$ cat config.mk
export PLATFORM = sky130hd
export DESIGN_NAME = sha1_hash_engine_core
export DESIGN_NICKNAME = d
export VERILOG_FILES = /design/src/rtl/sha1_pkg.sv /design/src/rtl/sha1_rnd.sv /design/src/rtl/sha1_hash_engine_core.sv
export SDC_FILE = /design/constraint.sdc
export NUM_CORES = 2
export LEC_CHECK = 0
export ABC_AREA = 1
export BUFFER_PORTS_ARGS = -buffer_cell sky130_fd_sc_hd__buf_2
export CAP_MARGIN = 20
export CORE_ASPECT_RATIO = 0.8
export CORE_MARGIN = 2
export CORE_UTILIZATION = 37
export CTS_CLUSTER_SIZE = 25
export DETAILED_ROUTE_END_ITERATION = 10
export SYNTH_ARGS = -nofsm -noshare
export SYNTH_HDL_FRONTEND = slang
export SYNTH_SLANG_ARGS = --single-unit
$ cat constraint.sdc
create_clock -name clk -period 74 [get_ports clk]
set_clock_uncertainty 0.1 [all_clocks]
set_input_delay 7.4 -clock clk [delete_from_list [all_inputs] [get_ports clk]]
set_output_delay 7.4 -clock clk [all_outputs]
set_load 0.03 [all_outputs]
$ cat src/rtl/sha1_pkg.sv
// SHA-1 engine package: beat types, sequencer states, round constants and IV.
// No dependencies; imported by every module of the engine.
package sha1_pkg;

    typedef logic [31:0] word_t;

    typedef struct packed {
        logic [7:0] data_byte;
        logic       byte_present;
        logic       last_byte;
    } in_beat_t;

    typedef struct packed {
        logic [31:0] digest_word;
        logic [2:0]  word_index;
        logic        last_word;
    } out_beat_t;

    // Working variables of the compression function
    typedef struct packed {
        word_t a;
        word_t b;
        word_t c;
        word_t d;
        word_t e;
    } work_t;

    typedef enum logic [2:0] {
        ST_IDLE,
        ST_PAD,
        ST_LOAD,
        ST_ROUND,
        ST_ADD,
        ST_OUT
    } state_t;

    localparam int    NUM_WORDS   = 5;
    localparam int    NUM_ROUNDS  = 80;
    localparam int    BLOCK_BYTES = 64;
    localparam int    LEN_POS     = 56;

    localparam word_t K_0 = 32'h5A827999;
    localparam word_t K_1 = 32'h6ED9EBA1;
    localparam word_t K_2 = 32'h8F1BBCDC;
    localparam word_t K_3 = 32'hCA62C1D6;

    localparam word_t SHA1_IV [NUM_WORDS] = '{
        32'h67452301, 32'hEFCDAB89, 32'h98BADCFE, 32'h10325476, 32'hC3D2E1F0
    };

    localparam logic [7:0] PAD_MARK = 8'h80;

    localparam logic [2:0] LAST_INDEX = 3'(NUM_WORDS - 1);

endpackage

$ cat src/rtl/sha1_rnd.sv
// SHA-1 round unit: one of the 80 compression rounds, shared over all of them.
// Depends on sha1_pkg.
module sha1_rnd (
    input  sha1_pkg::work_t cur,
    input  sha1_pkg::word_t wt,
    input  logic [6:0]      rnd,
    output sha1_pkg::work_t nxt
);
    import sha1_pkg::*;

    word_t f;
    word_t k;

    always_comb
    begin
        if (rnd < 7'd20)
        begin
            f = (cur.b & cur.c) | (~cur.b & cur.d);
            k = K_0;
        end
        else if (rnd < 7'd40)
        begin
            f = cur.b ^ cur.c ^ cur.d;
            k = K_1;
        end
        else if (rnd < 7'd60)
        begin
            f = (cur.b & cur.c) | (cur.b & cur.d) | (cur.c & cur.d);
            k = K_2;
        end
        else
        begin
            f = cur.b ^ cur.c ^ cur.d;
            k = K_3;
        end
    end

    always_comb
    begin
        nxt.a = {cur.a[26:0], cur.a[31:27]} + f + cur.e + k + wt;
        nxt.b = cur.a;
        nxt.c = {cur.b[1:0], cur.b[31:2]};
        nxt.d = cur.c;
        nxt.e = cur.d;
    end

endmodule

$ cat src/rtl/sha1_hash_engine_core.sv
// SHA-1 hash engine, top level: byte intake, padding sequencer, message
// schedule shift line and chaining value. Depends on sha1_pkg and sha1_rnd.
//
// Usage:
//   Input channel (in_valid/in_ready/in_data): one beat per message byte.
//   byte_present=0 with last_byte=1 ends a message without adding a byte.
//   A beat with neither flag set is swallowed.
//   Output channel (out_valid/out_ready/out_data): after a last beat the
//   five digest words H0..H4 come out as five beats, last_word on H4.
// Sequence:
//   A byte that does not complete a block only shifts into the buffer. A full
//   block is loaded into the working variables, run through 80 rounds on the
//   single shared round unit, then folded into the chaining value.
//   Padding shifts one byte per cycle up to the block end, for the final
//   block (or two), before the digest shows. No new byte is taken while a
//   block is padded or compressed.
// Reset/stall:
//   rst_n clears the chaining value to the SHA-1 IV and empties the buffer.
//   in_ready is low outside the idle state. While the digest is shown the
//   block waits on out_ready for as long as it takes; each word holds until
//   taken. After the fifth beat the engine re-initializes for a new message.
module sha1_hash_engine_core (
    input  logic                 clk,
    input  logic                 rst_n,
    input  logic                 in_valid,
    output logic                 in_ready,
    input  sha1_pkg::in_beat_t   in_data,
    output logic                 out_valid,
    input  logic                 out_ready,
    output sha1_pkg::out_beat_t  out_data
);
    import sha1_pkg::*;

    state_t      state_reg, state_next;
    logic [511:0] blk_reg, blk_next;        // block buffer / W shift line
    word_t       h_reg [NUM_WORDS];
    word_t       h_next [NUM_WORDS];
    work_t       work_reg, work_next;
    logic [6:0]  fill_reg, fill_next;       // bytes in the current block
    logic [63:0] bits_reg, bits_next;       // message length in bits
    logic [6:0]  rnd_reg, rnd_next;
    logic        pad_reg, pad_next;         // message ended, padding under way
    logic        mark_reg, mark_next;       // 0x80 already placed
    logic        final_reg, final_next;     // current block carries the length
    logic [2:0]  idx_reg, idx_next;

    work_t       rnd_out;
    word_t       w_new;
    logic [7:0]  pad_byte;

    // W[t+16] = rotl1(W[t+13] ^ W[t+8] ^ W[t+2] ^ W[t]); W[t] sits in the top word
    always_comb
    begin
        w_new = blk_reg[95:64] ^ blk_reg[255:224] ^ blk_reg[447:416] ^ blk_reg[511:480];
        w_new = {w_new[30:0], w_new[31]};
    end

    sha1_rnd u_rnd (
        .cur (work_reg),
        .wt  (blk_reg[511:480]),
        .rnd (rnd_reg),
        .nxt (rnd_out)
    );

    // Padding byte: marker, then zeros, then length MSB first in the final block
    always_comb
    begin
        if (!mark_reg)
            pad_byte = PAD_MARK;
        else if (final_reg && fill_reg >= 7'(LEN_POS))
            pad_byte = bits_reg[63:56];
        else
            pad_byte = '0;
    end

    always_comb
    begin
        state_next = state_reg;
        blk_next   = blk_reg;
        work_next  = work_reg;
        fill_next  = fill_reg;
        bits_next  = bits_reg;
        rnd_next   = rnd_reg;
        pad_next   = pad_reg;
        mark_next  = mark_reg;
        final_next = final_reg;
        idx_next   = idx_reg;
        for (int i = 0; i < NUM_WORDS; i++)
            h_next[i] = h_reg[i];
        in_ready   = 1'b0;
        out_valid  = 1'b0;

        unique case (state_reg)
            ST_IDLE:
            begin
                in_ready = 1'b1;
                if (in_valid)
                begin
                    if (in_data.byte_present)
                    begin
                        blk_next  = {blk_reg[503:0], in_data.data_byte};
                        fill_next = fill_reg + 7'd1;
                        bits_next = bits_reg + 64'd8;
                    end
                    if (in_data.last_byte)
                        pad_next = 1'b1;
                    if (in_data.byte_present && fill_reg == 7'(BLOCK_BYTES - 1))
                        state_next = ST_LOAD;
                    else if (in_data.last_byte)
                        state_next = ST_PAD;
                end
            end

            ST_PAD:
            begin
                blk_next  = {blk_reg[503:0], pad_byte};
                fill_next = fill_reg + 7'd1;
                if (!mark_reg)
                begin
                    mark_next = 1'b1;
                    // marker leaves room for the length in this block
                    if (fill_reg < 7'(LEN_POS))
                        final_next = 1'b1;
                end
                else if (final_reg && fill_reg >= 7'(LEN_POS))
                    bits_next = {bits_reg[55:0], 8'h00};
                if (fill_reg == 7'(BLOCK_BYTES - 1))
                    state_next = ST_LOAD;
            end

            ST_LOAD:
            begin
                work_next  = '{a: h_reg[0], b: h_reg[1], c: h_reg[2],
                               d: h_reg[3], e: h_reg[4]};
                rnd_next   = '0;
                state_next = ST_ROUND;
            end

            ST_ROUND:
            begin
                work_next = rnd_out;
                blk_next  = {blk_reg[479:0], w_new};
                rnd_next  = rnd_reg + 7'd1;
                if (rnd_reg == 7'(NUM_ROUNDS - 1))
                    state_next = ST_ADD;
            end

            ST_ADD:
            begin
                h_next[0] = h_reg[0] + work_reg.a;
                h_next[1] = h_reg[1] + work_reg.b;
                h_next[2] = h_reg[2] + work_reg.c;
                h_next[3] = h_reg[3] + work_reg.d;
                h_next[4] = h_reg[4] + work_reg.e;
                fill_next = '0;
                if (!pad_reg)
                    state_next = ST_IDLE;
                else if (final_reg)
                begin
                    idx_next   = '0;
                    state_next = ST_OUT;
                end
                else
                begin
                    // length spills into an extra block
                    final_next = 1'b1;
                    state_next = ST_PAD;
                end
            end

            ST_OUT:
            begin
                out_valid = 1'b1;
                if (out_ready)
                begin
                    if (idx_reg == LAST_INDEX)
                    begin
                        for (int i = 0; i < NUM_WORDS; i++)
                            h_next[i] = SHA1_IV[i];
                        fill_next  = '0;
                        bits_next  = '0;
                        pad_next   = 1'b0;
                        mark_next  = 1'b0;
                        final_next = 1'b0;
                        idx_next   = '0;
                        state_next = ST_IDLE;
                    end
                    else
                        idx_next = idx_reg + 3'd1;
                end
            end

            default:
                state_next = ST_IDLE;
        endcase
    end

    always_ff @(posedge clk or negedge rst_n)
    begin
        if (!rst_n)
        begin
            state_reg <= ST_IDLE;
            fill_reg  <= '0;
            bits_reg  <= '0;
            rnd_reg   <= '0;
            pad_reg   <= 1'b0;
            mark_reg  <= 1'b0;
            final_reg <= 1'b0;
            idx_reg   <= '0;
            for (int i = 0; i < NUM_WORDS; i++)
                h_reg[i] <= SHA1_IV[i];
        end
        else
        begin
            state_reg <= state_next;
            fill_reg  <= fill_next;
            bits_reg  <= bits_next;
            rnd_reg   <= rnd_next;
            pad_reg   <= pad_next;
            mark_reg  <= mark_next;
            final_reg <= final_next;
            idx_reg   <= idx_next;
            for (int i = 0; i < NUM_WORDS; i++)
                h_reg[i] <= h_next[i];
        end
    end

    // datapath registers, no reset needed
    always_ff @(posedge clk)
    begin
        blk_reg  <= blk_next;
        work_reg <= work_next;
    end

    assign out_data.digest_word = h_reg[idx_reg];
    assign out_data.word_index  = idx_reg;
    assign out_data.last_word   = (idx_reg == LAST_INDEX);

endmodule

==> impl_metrics.toml <==
[die]
io_pins = 52
dieArea_um2 = 161400
die_x_um = 448.7
rows = 130
core_um2 = 157100
start_util = 0.3726
fp.dieH_um = 359.8

[sta]
setup_viol = 0
slew_violations = 0
min_period_ns = 11.48
relSlewSlack = 0.1442
min_period_over_period = 0.1551
grt_setup_unrepaired = "false"
tns_ns = 0
fmax_mhz = 87.14
hold_viol_final = 0
worstMarginPinSlew_ns = 1.270

[drt]
via_per_inst = 5.282
via_count = 50956
first_pass_iters = 7
wl_mm = 208.4
drt_iter0_drc = 6835
drt-wirelength-per-cell_um = 21.60
drt.antenna.violating_nets = 0
drc = 0

[synthesis]
synth_area_per_cell_um2 = 7.833
syn-cell-area_um2 = 58540
synthesis.nets = 7811
synth-seq-cells = 916
synth_common_cells = "2566 x nand2_1, 1020 x inv_1, 672 x edfxtp_1"
synth_cells = 7473
yosysMostFrequentCell = "nand2_1"
synthArstFlopShare = 0.2664
synth_flop_cell = "edfxtp_1"
synth-edff-count = 672
ys_seq_area_frac = 0.4507
ys_top_cells_by_area = "edfxtp_1 34%, nand2_1 16%, dfrtp_1 7.0%"
yosys.cell_types.count = 54
yosysTopAreaCell = "edfxtp_1"
ys.warnings.count = 0
synth_top_area_frac = 0.3447

[global_routing]
grt_first_pass_wirelength_mm = 305.6
grt_usage = 0.2509
antenna_found_initial = 10
grt_pass1_vias = 46260
overflow = 0
grt_start_max_net_pins = 195

[worst_setup_path]
worst-r2r-cell-count = 19
required_ns = 66.50
crit_type = "register to output port"
slowest_stage = "dfrtp_4"
rr_startpoint = "rnd_reg[4]"
crit_path_max_fanout = 116
critPathTopFamily = "buffers and inverters"
cp-start-kind = "register"
end_kind = "output port"
rrSetupSlack_ns = 68.37
timing.rr.end = "work_reg[159]"
setup.worst_path.start = "idx_reg[0]"
cpPeakStageDelay_ns = 1.12
crit_buf_inv = 3
cp.arrival_ns = 3.98
crit_chain = "clkinv_1, nand3_1, o21ai_0, buf_4, buf_2"

[worst_hold_path]
holdPathStages = 2
worstHoldEndpoint = "h_reg[94]"
hold_path.startpoint = "h_reg[94]"
hp-class = "register to register"

[cts]
ctsResizeCount = 0
cts_root_buf = "clkbuf_16"
htree_levels = 3
tritoncts = "done"
clk_pin_slew_ns = 0.06
cts_setup_buffers = 0
cts_buffer_depth = 3
cts.sinks = 916
numCtsBuffers = 102
clock_latency_ns = 0.75
cts_hold_buf = 0

[placement]
routabilityCongestion = 1.017
place_inst = 9445
hpwl_mm = 158.2
io_buffers = 51

[cells_and_area]
area_growth_pct = 9.909
nFillCells = 16170
final_cells = 9647
largest_register_ffs = 512
final_nets = 7778
utilization = 0.4095
drive_above_1_share = 0.04916

[flow_run]
drv_cap = 0

[outcome]
outcome = "completed"
## metrics by stage
stage	instance area (um^2)	worst slack [ns]	hold slack, ns
6_report	64340	62.52	0.4179
5_1_grt	64320	62.36	0.4411
4_1_cts	64280	61.68	0.4243
3_5_place_dp	60910	62.49	0.4081
3_3_place_gp	60910	62.64	0.3982
2_1_floorplan	58540	40.26	0.3716
## per-layer routing
layer  share of wire  track usage
met3            0.11      0.06702
met5        0.000062            0
met1            0.47       0.3883
met2            0.39       0.3394
met4           0.027      0.06311
## layout by cell type, fill, tap and decap left out, types with 8 or more instances in the layout
| cell | instances |
|---|---|
| nand2_1 | 2564 |
| inv_1 | 1020 |
| edfxtp_1 | 672 |
| o21ai_0 | 648 |
| nor2_1 | 477 |
| a21oi_1 | 376 |
| nand3_1 | 300 |
| ha_1 | 207 |
| dfrtp_1 | 163 |
| fa_1 | 117 |
| xor2_1 | 113 |
| clkbuf_16 | 105 |
| nor3_1 | 82 |
| dfstp_2 | 80 |
| xnor2_1 | 68 |
| o22ai_1 | 62 |
| nand4_1 | 54 |
| buf_2 | 50 |
| buf_4 | 49 |
| o21bai_1 | 35 |
| clkbuf_1 | 31 |
| a211oi_1 | 23 |
| clkinv_1 | 18 |
| nand3b_1 | 18 |
| a221oi_1 | 17 |
| o211ai_1 | 15 |
| or2_2 | 13 |
| clkinv_2 | 13 |
| a22oi_1 | 11 |
| o21ai_1 | 10 |
| inv_2 | 9 |
| diode_2 | 8 |
| a21o_1 | 8 |
| nor4_1 | 8 |
## worst max-delay path by stage
stage / endpoint / depth (start not counted) / slack (ns)
6_report: out_data[22] / 5 / 62.52
5_1_grt: out_data[22] / 5 / 62.36
4_1_cts: out_data[22] / 5 / 61.68
3_5_place_dp: out_data[22] / 5 / 62.49
3_3_place_gp: out_data[22] / 5 / 62.64
2_1_floorplan: blk_reg[0] / 4 / 40.26
## worst reg2reg max path, cell delays in order, from the launching register on
cell	delay, ns
dfrtp_1	0.46
nor2_1	0.12
nor2_1	0.05
buf_4	0.19
nand3_1	0.10
buf_4	0.38
inv_1	0.15
buf_4	0.27
a221oi_1	0.80
fa_1	0.55
inv_1	0.07
ha_1	0.27
a21oi_1	0.30
nand3_1	0.25
nand2_1	0.12
nand2_1	0.17
a21oi_1	0.68
nand3_1	0.15
nand3_1	0.13
nand2_1	0.08
## final cells by class
type / instances / area (um^2) / share of cell area
multi-input cells: 5281 / 27300 / 0.4243
diodes: 8 / 20.02 / 0.0003112
clock buffers: 142 / 2826 / 0.04393
flip-flops and latches: 916 / 26390 / 0.4102
well taps: 2112 / 2643 / 0.04107
clock inverters: 49 / 540.5 / 0.008401
inverters: 1033 / 3886 / 0.06040
repair buffers: 106 / 735.7 / 0.01144
## kinds of logic after synthesis
kind of cell / count (synthesis) / share of synthesized area
xor+xnor: 181 / 0.02708
fa+ha+maj: 324 / 0.08426
flops: 916 / 0.4507
buf+inv: 1276 / 0.08338
compound gates: 1233 / 0.1132
simple gates: 3543 / 0.2413
Power is not shown: default switching activity piles up to over one toggle a cycle in this logic, so the estimate is an artifact.
